**config.mk**
```make
export PLATFORM = sky130hd
export DESIGN_NAME = expedited_sdo_mailbox_client_unit
export DESIGN_NICKNAME = d
export VERILOG_FILES = /design/src/rtl/esmc_pkg.sv /design/src/rtl/esmc_cfg_regs.sv /design/src/rtl/esmc_core.sv /design/src/rtl/esmc_out_reg.sv /design/src/rtl/expedited_sdo_mailbox_client_unit.sv
export SDC_FILE = /design/constraint.sdc
export NUM_CORES = 1
export LEC_CHECK = 0
export BUFFER_PORTS_ARGS = -buffer_cell sky130_fd_sc_hd__buf_2
export CAP_MARGIN = 5
export CORE_ASPECT_RATIO = 0.5
export CORE_MARGIN = 4
export CORE_UTILIZATION = 60
export DETAILED_ROUTE_END_ITERATION = 8
export HOLD_SLACK_MARGIN = 0.06
export PLACE_DENSITY = 0.84
export SLEW_MARGIN = 40
export SYNTH_ARGS = -nofsm -noshare
export SYNTH_HDL_FRONTEND = slang
export SYNTH_SLANG_ARGS = --single-unit
```
**constraint.sdc**
```tcl
create_clock -name clk -period 24.9 [get_ports clk]
set_input_delay 2.49 -clock clk [delete_from_list [all_inputs] [get_ports clk]]
set_output_delay 2.49 -clock clk [all_outputs]
set_load 0.05 [all_outputs]
```
**src/rtl/esmc_pkg.sv**
```systemverilog
// shared types, codes and constants of the expedited sdo mailbox client
`timescale 1ns / 1ps
`default_nettype none

package esmc_pkg;

    localparam int CFG_INDEX_W = 3;
    localparam int CFG_DATA_W  = 16;

    // register indexes
    localparam logic [CFG_INDEX_W-1:0] REG_DEVICE_ADDRESS      = 3'd0;
    localparam logic [CFG_INDEX_W-1:0] REG_OUT_MAILBOX_ADDRESS = 3'd1;
    localparam logic [CFG_INDEX_W-1:0] REG_OUT_MAILBOX_SIZE    = 3'd2;
    localparam logic [CFG_INDEX_W-1:0] REG_IN_MAILBOX_ADDRESS  = 3'd3;
    localparam logic [CFG_INDEX_W-1:0] REG_IN_MAILBOX_SIZE     = 3'd4;
    localparam logic [CFG_INDEX_W-1:0] REG_RETRY_LIMIT         = 3'd5;

    // register reset values
    localparam logic [15:0] RST_DEVICE_ADDRESS      = 16'd0;
    localparam logic [15:0] RST_OUT_MAILBOX_ADDRESS = 16'd4096;
    localparam logic [15:0] RST_OUT_MAILBOX_SIZE    = 16'd128;
    localparam logic [15:0] RST_IN_MAILBOX_ADDRESS  = 16'd4352;
    localparam logic [15:0] RST_IN_MAILBOX_SIZE     = 16'd128;
    localparam logic [7:0]  RST_RETRY_LIMIT         = 8'd10;

    // input function codes
    localparam logic [1:0] FUNC_START_WRITE = 2'd0;
    localparam logic [1:0] FUNC_START_READ  = 2'd1;
    localparam logic [1:0] FUNC_REPLY       = 2'd2;
    localparam logic [1:0] FUNC_TICK        = 2'd3;

    // result kinds
    localparam logic [2:0] KIND_ISSUE     = 3'd0;
    localparam logic [2:0] KIND_WAIT      = 3'd1;
    localparam logic [2:0] KIND_DONE      = 3'd2;
    localparam logic [2:0] KIND_ABORT     = 3'd3;
    localparam logic [2:0] KIND_EXHAUSTED = 3'd4;

    // mailbox message types accepted as a response
    localparam logic [3:0] TYPE_SDO_REQ  = 4'd2;
    localparam logic [3:0] TYPE_SDO_RESP = 4'd3;

    // sdo command bytes and fields
    localparam logic [7:0] CMD_UPLOAD      = 8'h40;
    localparam logic [7:0] CMD_DOWNLOAD    = 8'h23;
    localparam logic [7:0] CMD_SIZE_MASK   = 8'h0C;
    localparam logic [7:0] CMD_ABORT_BIT   = 8'h80;
    localparam logic [1:0] SIZE_ONE_BYTE   = 2'd3;
    localparam logic [1:0] SIZE_TWO_BYTES  = 2'd2;
    localparam logic [2:0] LEN_FULL        = 3'd4;
    localparam logic [7:0] TRIES_MAX       = 8'hFF;

    typedef struct packed {
        logic [15:0] device_address;
        logic [15:0] out_mailbox_address;
        logic [15:0] out_mailbox_size;
        logic [15:0] in_mailbox_address;
        logic [15:0] in_mailbox_size;
        logic [7:0]  retry_limit;
    } cfg_t;

    typedef struct packed {
        logic [1:0]  func;
        logic [15:0] object_index;
        logic [7:0]  object_subindex;
        logic [2:0]  write_length;
        logic [31:0] data_word;
        logic [15:0] reply_counter;
        logic [3:0]  reply_type;
        logic [7:0]  reply_command;
    } item_t;

    typedef struct packed {
        logic [2:0]  kind;
        logic        bus_write;
        logic [15:0] bus_device;
        logic [15:0] bus_offset;
        logic [15:0] bus_length;
        logic [7:0]  sdo_command;
        logic [15:0] sdo_index_out;
        logic [7:0]  sdo_subindex_out;
        logic [31:0] result_data;
        logic [7:0]  abort_class;
        logic [7:0]  abort_code;
    } res_t;

endpackage

`default_nettype wire

```
**src/rtl/esmc_cfg_regs.sv**
```systemverilog
// configuration register file of the expedited sdo mailbox client
`timescale 1ns / 1ps
`default_nettype none

module esmc_cfg_regs
(
    input  wire logic                               clk,
    input  wire logic                               rst_n,
    input  wire logic                               cfg_we,
    input  wire logic [esmc_pkg::CFG_INDEX_W-1:0]   cfg_index,
    input  wire logic [esmc_pkg::CFG_DATA_W-1:0]    cfg_data,
    output esmc_pkg::cfg_t                          cfg
);

    esmc_pkg::cfg_t cfg_reg;

    always_ff @(posedge clk or negedge rst_n)
    begin
        if (!rst_n)
        begin
            cfg_reg.device_address      <= esmc_pkg::RST_DEVICE_ADDRESS;
            cfg_reg.out_mailbox_address <= esmc_pkg::RST_OUT_MAILBOX_ADDRESS;
            cfg_reg.out_mailbox_size    <= esmc_pkg::RST_OUT_MAILBOX_SIZE;
            cfg_reg.in_mailbox_address  <= esmc_pkg::RST_IN_MAILBOX_ADDRESS;
            cfg_reg.in_mailbox_size     <= esmc_pkg::RST_IN_MAILBOX_SIZE;
            cfg_reg.retry_limit         <= esmc_pkg::RST_RETRY_LIMIT;
        end
        else if (cfg_we)
        begin
            unique case (cfg_index)
                esmc_pkg::REG_DEVICE_ADDRESS:      cfg_reg.device_address      <= cfg_data;
                esmc_pkg::REG_OUT_MAILBOX_ADDRESS: cfg_reg.out_mailbox_address <= cfg_data;
                esmc_pkg::REG_OUT_MAILBOX_SIZE:    cfg_reg.out_mailbox_size    <= cfg_data;
                esmc_pkg::REG_IN_MAILBOX_ADDRESS:  cfg_reg.in_mailbox_address  <= cfg_data;
                esmc_pkg::REG_IN_MAILBOX_SIZE:     cfg_reg.in_mailbox_size     <= cfg_data;
                esmc_pkg::REG_RETRY_LIMIT:         cfg_reg.retry_limit         <= cfg_data[7:0];
                default:
                begin
                end
            endcase
        end
    end

    assign cfg = cfg_reg;

endmodule

`default_nettype wire

```
**src/rtl/esmc_core.sv**
```systemverilog
// input register and transaction state machine of the expedited sdo mailbox client
`timescale 1ns / 1ps
`default_nettype none

module esmc_core
(
    input  wire logic           clk,
    input  wire logic           rst_n,
    input  wire esmc_pkg::cfg_t cfg,
    input  wire logic           in_valid,
    output logic                in_ready,
    input  wire esmc_pkg::item_t in_item,
    input  wire logic           space,
    output logic                res_valid,
    output esmc_pkg::res_t      res
);

    typedef enum logic [2:0] {
        PH_IDLE       = 3'd0,
        PH_INBOX      = 3'd1,
        PH_REQ        = 3'd2,
        PH_POLL       = 3'd3,
        PH_WAIT_OUTER = 3'd4,
        PH_WAIT_INNER = 3'd5
    } phase_t;

    logic            s1_valid_reg;
    esmc_pkg::item_t s1_item_reg;
    logic            fire;

    phase_t          phase_reg, phase_next;
    logic            is_read_reg, is_read_next;
    logic [7:0]      outer_reg, outer_next;
    logic [7:0]      inner_reg, inner_next;
    logic [15:0]     index_reg, index_next;
    logic [7:0]      subindex_reg, subindex_next;
    logic [31:0]     value_reg, value_next;
    logic [2:0]      length_reg, length_next;

    logic            emit;
    logic            go_outer;
    logic            go_next_outer;
    logic            go_inner;
    logic [2:0]      start_len;
    logic [1:0]      size_bits;
    logic [1:0]      read_size;

    function automatic esmc_pkg::res_t mk_issue(
        input logic        wr,
        input logic [15:0] dev,
        input logic [15:0] off,
        input logic [15:0] len,
        input logic [7:0]  cmd,
        input logic [15:0] idx,
        input logic [7:0]  sub,
        input logic [31:0] data
    );
        esmc_pkg::res_t r;
        r                  = '0;
        r.kind             = esmc_pkg::KIND_ISSUE;
        r.bus_write        = wr;
        r.bus_device       = dev;
        r.bus_offset       = off;
        r.bus_length       = len;
        r.sdo_command      = cmd;
        r.sdo_index_out    = idx;
        r.sdo_subindex_out = sub;
        r.result_data      = data;
        return r;
    endfunction

    assign fire     = s1_valid_reg && space;
    assign in_ready = !s1_valid_reg || space;

    // input register
    always_ff @(posedge clk or negedge rst_n)
    begin
        if (!rst_n)
        begin
            s1_valid_reg <= 1'b0;
        end
        else if (in_valid && in_ready)
        begin
            s1_valid_reg <= 1'b1;
        end
        else if (fire)
        begin
            s1_valid_reg <= 1'b0;
        end
    end

    always_ff @(posedge clk)
    begin
        if (in_valid && in_ready)
        begin
            s1_item_reg <= in_item;
        end
    end

    always_comb
    begin
        phase_next    = phase_reg;
        is_read_next  = is_read_reg;
        outer_next    = outer_reg;
        inner_next    = inner_reg;
        index_next    = index_reg;
        subindex_next = subindex_reg;
        value_next    = value_reg;
        length_next   = length_reg;
        emit          = 1'b0;
        go_outer      = 1'b0;
        go_next_outer = 1'b0;
        go_inner      = 1'b0;
        res           = '0;
        size_bits     = '0;
        read_size     = s1_item_reg.reply_command[3:2];
        start_len     = s1_item_reg.write_length;
        if (start_len == 3'd0 || start_len > esmc_pkg::LEN_FULL)
        begin
            start_len = esmc_pkg::LEN_FULL;
        end

        unique case (s1_item_reg.func) inside
            esmc_pkg::FUNC_START_WRITE, esmc_pkg::FUNC_START_READ:
            begin
                if (phase_reg == PH_IDLE)
                begin
                    emit          = 1'b1;
                    is_read_next  = (s1_item_reg.func == esmc_pkg::FUNC_START_READ);
                    index_next    = s1_item_reg.object_index;
                    subindex_next = s1_item_reg.object_subindex;
                    length_next   = is_read_next ? 3'd0 : start_len;
                    value_next    = is_read_next ? 32'd0 : s1_item_reg.data_word;
                    outer_next    = 8'd0;
                    inner_next    = 8'd0;
                    go_outer      = 1'b1;
                end
            end
            esmc_pkg::FUNC_REPLY:
            begin
                if (phase_reg == PH_INBOX)
                begin
                    emit       = 1'b1;
                    phase_next = PH_REQ;
                    if (is_read_reg)
                    begin
                        res = mk_issue(1'b1, cfg.device_address, cfg.out_mailbox_address,
                                       cfg.out_mailbox_size, esmc_pkg::CMD_UPLOAD,
                                       index_reg, subindex_reg, 32'd0);
                    end
                    else
                    begin
                        size_bits = 2'(esmc_pkg::LEN_FULL - length_reg);
                        res = mk_issue(1'b1, cfg.device_address, cfg.out_mailbox_address,
                                       cfg.out_mailbox_size,
                                       esmc_pkg::CMD_DOWNLOAD
                                       | ({4'd0, size_bits, 2'd0} & esmc_pkg::CMD_SIZE_MASK),
                                       index_reg, subindex_reg, value_reg);
                    end
                end
                else if (phase_reg == PH_REQ)
                begin
                    emit = 1'b1;
                    if (s1_item_reg.reply_counter != 16'd0)
                    begin
                        inner_next = 8'd0;
                        go_inner   = 1'b1;
                    end
                    else
                    begin
                        res.kind   = esmc_pkg::KIND_WAIT;
                        phase_next = PH_WAIT_OUTER;
                    end
                end
                else if (phase_reg == PH_POLL)
                begin
                    emit = 1'b1;
                    if (s1_item_reg.reply_counter != 16'd0
                        && (s1_item_reg.reply_type == esmc_pkg::TYPE_SDO_REQ
                            || s1_item_reg.reply_type == esmc_pkg::TYPE_SDO_RESP))
                    begin
                        phase_next = PH_IDLE;
                        if (is_read_reg
                            && (s1_item_reg.reply_command & esmc_pkg::CMD_ABORT_BIT) != 8'd0)
                        begin
                            res.kind        = esmc_pkg::KIND_ABORT;
                            res.abort_class = s1_item_reg.data_word[31:24];
                            res.abort_code  = s1_item_reg.data_word[23:16];
                        end
                        else
                        begin
                            res.kind = esmc_pkg::KIND_DONE;
                            if (is_read_reg)
                            begin
                                if (read_size == esmc_pkg::SIZE_ONE_BYTE)
                                begin
                                    res.result_data = {24'd0, s1_item_reg.data_word[7:0]};
                                end
                                else if (read_size == esmc_pkg::SIZE_TWO_BYTES)
                                begin
                                    res.result_data = {16'd0, s1_item_reg.data_word[15:0]};
                                end
                                else
                                begin
                                    res.result_data = s1_item_reg.data_word;
                                end
                            end
                        end
                    end
                    else
                    begin
                        res.kind   = esmc_pkg::KIND_WAIT;
                        phase_next = PH_WAIT_INNER;
                    end
                end
            end
            default:
            begin
                if (phase_reg == PH_WAIT_OUTER)
                begin
                    emit          = 1'b1;
                    go_next_outer = 1'b1;
                end
                else if (phase_reg == PH_WAIT_INNER)
                begin
                    emit = 1'b1;
                    if (inner_reg != esmc_pkg::TRIES_MAX)
                    begin
                        inner_next = inner_reg + 8'd1;
                    end
                    go_inner = 1'b1;
                end
            end
        endcase

        // inner poll attempt, or fall back to the outer loop
        if (go_inner)
        begin
            if (inner_next >= cfg.retry_limit)
            begin
                go_next_outer = 1'b1;
            end
            else
            begin
                res = mk_issue(1'b0, cfg.device_address, cfg.in_mailbox_address,
                               cfg.in_mailbox_size, esmc_pkg::CMD_UPLOAD,
                               index_next, subindex_next, 32'd0);
                phase_next = PH_POLL;
            end
        end

        if (go_next_outer)
        begin
            if (outer_next != esmc_pkg::TRIES_MAX)
            begin
                outer_next = outer_next + 8'd1;
            end
            go_outer = 1'b1;
        end

        // outer attempt starts with an inbox flush, or gives up
        if (go_outer)
        begin
            if (outer_next >= cfg.retry_limit)
            begin
                res        = '0;
                res.kind   = esmc_pkg::KIND_EXHAUSTED;
                phase_next = PH_IDLE;
            end
            else
            begin
                res = mk_issue(1'b0, cfg.device_address, cfg.in_mailbox_address,
                               cfg.in_mailbox_size, esmc_pkg::CMD_UPLOAD,
                               index_next, subindex_next, 32'd0);
                phase_next = PH_INBOX;
            end
        end
    end

    assign res_valid = fire && emit;

    always_ff @(posedge clk or negedge rst_n)
    begin
        if (!rst_n)
        begin
            phase_reg    <= PH_IDLE;
            is_read_reg  <= 1'b0;
            outer_reg    <= 8'd0;
            inner_reg    <= 8'd0;
            index_reg    <= 16'd0;
            subindex_reg <= 8'd0;
            value_reg    <= 32'd0;
            length_reg   <= 3'd0;
        end
        else if (fire)
        begin
            phase_reg    <= phase_next;
            is_read_reg  <= is_read_next;
            outer_reg    <= outer_next;
            inner_reg    <= inner_next;
            index_reg    <= index_next;
            subindex_reg <= subindex_next;
            value_reg    <= value_next;
            length_reg   <= length_next;
        end
    end

    a_done_goes_idle: assert property (@(posedge clk) disable iff (!rst_n)
        res_valid && (res.kind == esmc_pkg::KIND_DONE || res.kind == esmc_pkg::KIND_ABORT
                      || res.kind == esmc_pkg::KIND_EXHAUSTED)
        |=> phase_reg == PH_IDLE)
        else $error("transaction end did not return to idle");

    a_wait_goes_waiting: assert property (@(posedge clk) disable iff (!rst_n)
        res_valid && res.kind == esmc_pkg::KIND_WAIT
        |=> phase_reg == PH_WAIT_OUTER || phase_reg == PH_WAIT_INNER)
        else $error("wait result without a wait phase");

    a_idle_tick_silent: assert property (@(posedge clk) disable iff (!rst_n)
        fire && phase_reg == PH_IDLE && s1_item_reg.func == esmc_pkg::FUNC_TICK
        |-> !res_valid)
        else $error("tick in idle gave a result");

    a_busy_start_keeps_state: assert property (@(posedge clk) disable iff (!rst_n)
        fire && phase_reg != PH_IDLE
        && (s1_item_reg.func == esmc_pkg::FUNC_START_WRITE
            || s1_item_reg.func == esmc_pkg::FUNC_START_READ)
        |=> $stable(phase_reg) && $stable(index_reg) && $stable(outer_reg))
        else $error("start while busy changed state");

endmodule

`default_nettype wire

```
**src/rtl/esmc_out_reg.sv**
```systemverilog
// result register of the expedited sdo mailbox client
`timescale 1ns / 1ps
`default_nettype none

module esmc_out_reg
(
    input  wire logic       clk,
    input  wire logic       rst_n,
    input  wire logic       res_valid,
    input  wire esmc_pkg::res_t res,
    output logic            space,
    output logic            out_valid,
    input  wire logic       out_ready,
    output esmc_pkg::res_t  out_res
);

    logic           valid_reg;
    esmc_pkg::res_t res_reg;

    assign space = !valid_reg || out_ready;

    always_ff @(posedge clk or negedge rst_n)
    begin
        if (!rst_n)
        begin
            valid_reg <= 1'b0;
        end
        else if (space)
        begin
            valid_reg <= res_valid;
        end
    end

    always_ff @(posedge clk)
    begin
        if (space && res_valid)
        begin
            res_reg <= res;
        end
    end

    assign out_valid = valid_reg;
    assign out_res   = res_reg;

endmodule

`default_nettype wire

```
**src/rtl/expedited_sdo_mailbox_client_unit.sv**
```systemverilog
// top level of the expedited sdo mailbox client
// a result is computed from the input register and offered from the result register
// throughput: one item per cycle while the result register has space, set by the state
// update between the input register and the result register
// an item that causes no result leaves the input register once the result register has space
// reset: asynchronous, clears the phase, retry counters, held request and all
// valid flags; configuration registers return to their reset values
`timescale 1ns / 1ps
`default_nettype none

module expedited_sdo_mailbox_client_unit
(
    input  wire logic                              clk,
    input  wire logic                              rst_n,
    input  wire logic                              cfg_we,
    input  wire logic [esmc_pkg::CFG_INDEX_W-1:0]  cfg_index,
    input  wire logic [esmc_pkg::CFG_DATA_W-1:0]   cfg_data,
    input  wire logic                              in_valid,
    output logic                                   in_ready,
    input  wire logic [1:0]                        func,
    input  wire logic [15:0]                       object_index,
    input  wire logic [7:0]                        object_subindex,
    input  wire logic [2:0]                        write_length,
    input  wire logic [31:0]                       data_word,
    input  wire logic [15:0]                       reply_counter,
    input  wire logic [3:0]                        reply_type,
    input  wire logic [7:0]                        reply_command,
    output logic                                   out_valid,
    input  wire logic                              out_ready,
    output logic [2:0]                             kind,
    output logic                                   bus_write,
    output logic [15:0]                            bus_device,
    output logic [15:0]                            bus_offset,
    output logic [15:0]                            bus_length,
    output logic [7:0]                             sdo_command,
    output logic [15:0]                            sdo_index_out,
    output logic [7:0]                             sdo_subindex_out,
    output logic [31:0]                            result_data,
    output logic [7:0]                             abort_class,
    output logic [7:0]                             abort_code
);

    esmc_pkg::cfg_t  cfg;
    esmc_pkg::item_t in_item;
    esmc_pkg::res_t  res;
    esmc_pkg::res_t  out_res;
    logic            res_valid;
    logic            space;

    assign in_item.func            = func;
    assign in_item.object_index    = object_index;
    assign in_item.object_subindex = object_subindex;
    assign in_item.write_length    = write_length;
    assign in_item.data_word       = data_word;
    assign in_item.reply_counter   = reply_counter;
    assign in_item.reply_type      = reply_type;
    assign in_item.reply_command   = reply_command;

    esmc_cfg_regs u_cfg
    (
        .clk       (clk),
        .rst_n     (rst_n),
        .cfg_we    (cfg_we),
        .cfg_index (cfg_index),
        .cfg_data  (cfg_data),
        .cfg       (cfg)
    );

    esmc_core u_core
    (
        .clk       (clk),
        .rst_n     (rst_n),
        .cfg       (cfg),
        .in_valid  (in_valid),
        .in_ready  (in_ready),
        .in_item   (in_item),
        .space     (space),
        .res_valid (res_valid),
        .res       (res)
    );

    esmc_out_reg u_out
    (
        .clk       (clk),
        .rst_n     (rst_n),
        .res_valid (res_valid),
        .res       (res),
        .space     (space),
        .out_valid (out_valid),
        .out_ready (out_ready),
        .out_res   (out_res)
    );

    assign kind             = out_res.kind;
    assign bus_write        = out_res.bus_write;
    assign bus_device       = out_res.bus_device;
    assign bus_offset       = out_res.bus_offset;
    assign bus_length       = out_res.bus_length;
    assign sdo_command      = out_res.sdo_command;
    assign sdo_index_out    = out_res.sdo_index_out;
    assign sdo_subindex_out = out_res.sdo_subindex_out;
    assign result_data      = out_res.result_data;
    assign abort_class      = out_res.abort_class;
    assign abort_code       = out_res.abort_code;

endmodule

`default_nettype wire

```
======== Word-level counts from Yosys, hierarchy flattened ========
Index checks and enable logic that the tools add are counted.
word-level totals
  register bits ........................... 389
  bits of input ports ..................... 113
  output and inout port bits .............. 134
  word-level logic and storage cells ...... 157
operators by class
  add/subtract/negate cells ............... 3
  $lt $le $gt $ge ......................... 3
  equality and inequality tests ........... 18
  multiplexer cells ....................... 71
  reductions and logical operators ........ 27
operators with widths
  cell                                           count
  2-to-1 mux 132 bit                             5
  2-to-1 mux 48 bit                              4
  2-to-1 mux 32 bit                              5
  2-to-1 mux 8 bit                               13
  2-to-1 mux 81 bit                              1
  2-to-1 mux 79 bit                              1
  2-to-1 mux 16 bit                              3
  2-to-1 mux 3 bit                               12
  2-to-1 mux 1 bit                               21
  adder 8 x 1 -> 8 bit, second input constant    2
  >= comparator 8 bit                            2
  != test 8 bit, second input constant           2
  one-hot mux 8 bit (2 select lines)             1
  nonzero test 16 bit                            1
  == test 3 x 2 -> 1 bit, second input constant  4
  == test 3 bit, second input constant           4
  AND reduction 2 bit                            6
  logical NOT 3 bit                              3
  == test 4 x 2 -> 1 bit, second input constant  2
  == test 2 bit, second input constant           3
  == test 3 x 1 -> 1 bit, second input constant  2
  logical AND 1 bit                              6
  2-to-1 mux 2 bit                               3
  logical OR 1 bit                               4
  other kinds (10)                               12

======== Depth between registers and ports, before layout ========
  depth after elaboration ................. 13
  mapped depth ............................ 23
  gate-level depth less buffers ........... 20

======== By module ========
From an unflattened synthesis, not the netlist that was laid out.
unflattened totals
  cell total of the unflattened synthesis .. 1144
  area total of the unflattened synthesis .. 15727.6 um^2
by module, submodules not included
  module         times used  cells an instance  area an instance (um^2)  seq. area each (um^2)
  esmc_core      1           817                8334.2                   4469.3
  esmc_out_reg   1           136                4017.6                   3988.8
  esmc_cfg_regs  1           191                3375.7                   2210.9

======== Worst setup path after synthesis ========
No wires, ideal clock.
  path type ............................... input to register
  start point ............................. input port out_ready
  end point ............................... register u_out.res_reg, in the netlist u_out.out_res[0] (enable)
  setup time .............................. 0.693 ns
  data arrival time ....................... 9.333 ns
  data required time ...................... 24.207 ns
  slack ................................... 14.874 ns
  cell stages on the path ................. 4
  path buffers ............................ 1
  cells stage by stage .................... nand2b_1 nand2_1 clkbuf_1 a31oi_1
between the ends
  longest elaborated chain between the ends .. 4
RTL lines
  item                    line                                     text
  start: declaration      expedited_sdo_mailbox_client_unit.sv:29  input wire logic out_ready,
  logical OR 1 bit (*)    esmc_out_reg.sv:20                       assign space = !valid_reg || out_ready;
  logical AND 1 bit       esmc_core.sv:72                          assign fire = s1_valid_reg && space;
  logical AND 1 bit       esmc_core.sv:280                         assign res_valid = fire && emit;
  logical AND 1 bit (*)   esmc_out_reg.sv:36                       if (space && res_valid)
  end signal: assignment  esmc_out_reg.sv:38                       res_reg <= res;
  end: declaration        esmc_out_reg.sv:18                       esmc_pkg::res_t res_reg;
Every way passes the cells marked *; elsewhere a longest branch is shown, timed or not.
A chain may end at the register's enable or synchronous reset.

==> impl_metrics.tcl <==
set metrics [dict create \
    timing.hold.ws_ps 498 \
    cts_resized 0 \
    drv_cap 0 \
    ir_drop_uv 84.1 \
    path_clk_slew_ps 70 \
    htree_levels 1 \
    firstDrtPassIters 5 \
    synth-edff-count 211 \
    wl_per_cell_um 21.2 \
    drt-total-wl_um 33300 \
    ctsHoldBuffers 0 \
    antenna_found_initial 3 \
    finalSetupViolCount 0 \
    max_clock_freq_ghz 0.169 \
    core_um2 24500 \
    drt_iter0_drc 732 \
    min_period_ps 5930 \
    worstPathRequired_ps 25210 \
    finClkSkew_ps 11.3 \
    dieArea_um2 28100 \
    root_buffer "clkbuf_16" \
    dr_total_vias 9346 \
    drc 0 \
    rrSetupSlack_ps 18970 \
    endpoint_kind "register" \
    cts_buffers 31 \
    clock-sinks 379 \
    slew_headroom_pct 45.1 \
    synth-main-ff-cell "edfxtp_1" \
    critPathKind "reg2reg" \
    grt_pass1_vias 9461 \
    ys_types 70 \
    status "finished, final reports clean" \
    area_delta_synth_final_pct 16.9 \
    final.fill_count 1533 \
    hold_path.class "reg2reg" \
    arrival_ps 6230 \
    final_hold_viol_count 0 \
    overflow 0 \
    syn_area_per_cell_um2 15.6 \
    drt-vias-per-instance 5.94 \
    largest_reg_flops 128 \
    cp_max_fo 24 \
    period_share_pct 23.8 \
    grt_usage_pct 23.8 \
    hpwl_um 21900 \
    power_density_nw_per_um2 106 \
    numPortBuffers 238 \
    synth_warnings 0 \
    die_h_um 121 \
    cp-start-kind "register" \
    clockBufferDepth 3 \
    p_leak_nw 7.36 \
    gp_congestion 0.821 \
    finalSetupTns_ps 0 \
    grt_pass1_wl_um 52700 \
    grt_max_degree 68 \
    finalMaxSlewViolations 0 \
    synth-seq-area-share_pct 69.3 \
    postSynthCellCount 974 \
    async_reset_ff_share_pct 44.3 \
    ys_ff_latch 379 \
    rsz0062_at_grt "false" \
    layout.nets 1343 \
    clk_latency_ps 560 \
    fp-row-count 40 \
    cts_setup_buffers 0 \
    synth_area_um2 15200 \
    layout-drive-gt1-share_pct 37.1 \
    io_pins 247 \
    start_util_pct 62.2 \
    ant_nets 0 \
    cts_tree "yes" \
    max_slew.worst_pin.slew_ps 824 \
    fp.dieW_um 233 \
]
layout make-up:
type / instances / area, um2 / area share [%]
sequential: 379 / 10500 / 59.3
inverter: 15 / 56.3 / 0.316
antenna: 1 / 2.50 / 0.0141
timing repair buffer: 253 / 1330 / 7.48
clock inverter: 17 / 148 / 0.830
clock buffer: 40 / 892 / 5.01
tap: 336 / 420 / 2.36
multi-input combinational: 532 / 4390 / 24.7
where the power goes:
part / internal (mW) / total (mW) / switching, mW / leakage (nW)
Clock: 0.274 / 0.496 / 0.222 / 0.511
Sequential: 0.828 / 0.903 / 0.0747 / 4.07
Combinational: 0.162 / 0.495 / 0.333 / 2.77
Total: 1.26 / 1.89 / 0.630 / 7.36
path summary, 6_finish.rpt:
check / from / endpoint / cells past startpoint
worst min register to register: u_cfg.cfg[80] / u_cfg.cfg[80] / 1
min in group asynchronous: rst_n / u_core.index_reg[2] / 1
worst min-delay path: u_cfg.cfg[80] / u_cfg.cfg[80] / 1
max in group asynchronous: rst_n / u_cfg.cfg[82] / 3
worst max register to register: u_core.phase_reg[0] / u_out.out_res[63] / 19
worst max-delay path: u_core.phase_reg[0] / u_out.out_res[63] / 19
metrics by stage:
step | power [mW] | cell area, um2 | cells | setup slack, ps | utilization (%)
global placement | 1.38 | 16700 | 1513 | 19030 | 68.1
floorplan | 1.29 | 15200 | 975 | 14870 | -
global route | 1.98 | 17800 | 1573 | 18550 | 72.7
finish | 1.89 | 17800 | 1573 | 18970 | 72.7
detailed placement | 1.41 | 16700 | 1515 | 19060 | 68.4
CTS | 1.90 | 17800 | 1572 | 19030 | 72.6
synthesized netlist by cell type (7+ instances only):
| library cell | instances | area [um2] |
|---|---|---|
| dfstp_2 | 7 | 184 |
| nand2b_1 | 10 | 62.6 |
| a21oi_1 | 16 | 80.1 |
| a22o_1 | 112 | 981 |
| dfrtp_1 | 161 | 4030 |
| nor2_1 | 32 | 120 |
| buf_2 | 12 | 60.1 |
| mux2_2 | 111 | 1250 |
| inv_1 | 15 | 56.3 |
| and2_1 | 42 | 263 |
| o21ai_0 | 14 | 70.1 |
| nand2_1 | 32 | 120 |
| a22oi_1 | 9 | 67.6 |
| and3_1 | 8 | 50.1 |
| nor3_1 | 7 | 35.0 |
| ha_1 | 18 | 225 |
| nand3_1 | 12 | 60.1 |
| edfxtp_1 | 211 | 6340 |
| a31oi_1 | 8 | 50.1 |
| buf_4 | 12 | 90.1 |
| clkbuf_1 | 19 | 71.3 |
worst max-delay path, cell delays in order, from the launching register on:
cell,delay [ps]
dfrtp_1,520
or4_1,840
o21ai_2,280
nor2b_1,130
nand2_1,80
o21ai_0,90
ha_1,300
nand2_1,50
nor3_1,280
a21oi_1,190
o21ai_2,510
and2_1,280
mux2_1,350
ha_1,280
nand2_1,50
o21ai_1,130
a41oi_1,200
or3_1,380
a21o_2,400
a22o_1,310
metal layers:
metal  vias to the layer above  GRT usage [%]  share of wire (%)
li1                       4190              -                  -
met1                      4795           32.7                 41
met2                       309           40.7                 51
met3                        48           4.57                6.1
met4                         4           4.51                1.6
met5                         -              0              0.078
cell families (layout without fill, tap and decap cells):
family / Yosys count / count (layout) / share of synthesized area (%)
adder cells (fa/ha/maj): 18 / 18 / 1.48
AO/OA/AOI/OAI: 204 / 204 / 10.7
buffers and inverters: 64 / 325 / 2.27
XOR/XNOR: 8 / 8 / 0.460
flip-flops: 379 / 379 / 69.3
multiplexers: 116 / 116 / 8.56
AND/OR/NAND/NOR: 184 / 184 / 7.15
other: 1 / 3 / 0.0246
layout by cell type (no fill, tap or decap), types with 7 or more instances in the layout:
cell type    n
ha_1        18
and3_1       8
nand3_1     12
inv_1       15
edfxtp_1   211
buf_4       12
clkbuf_16   33
o21ai_0     14
a31oi_1      7
dfrtp_1    161
and2_1      41
a22o_1     112
nand2_1     30
dfstp_2      7
mux2_2     111
a21oi_1     16
buf_2      237
nor2_1      30
nand2b_1    10
a22oi_1      9
clkinv_2     8
Power figures use the tool's default switching activity.
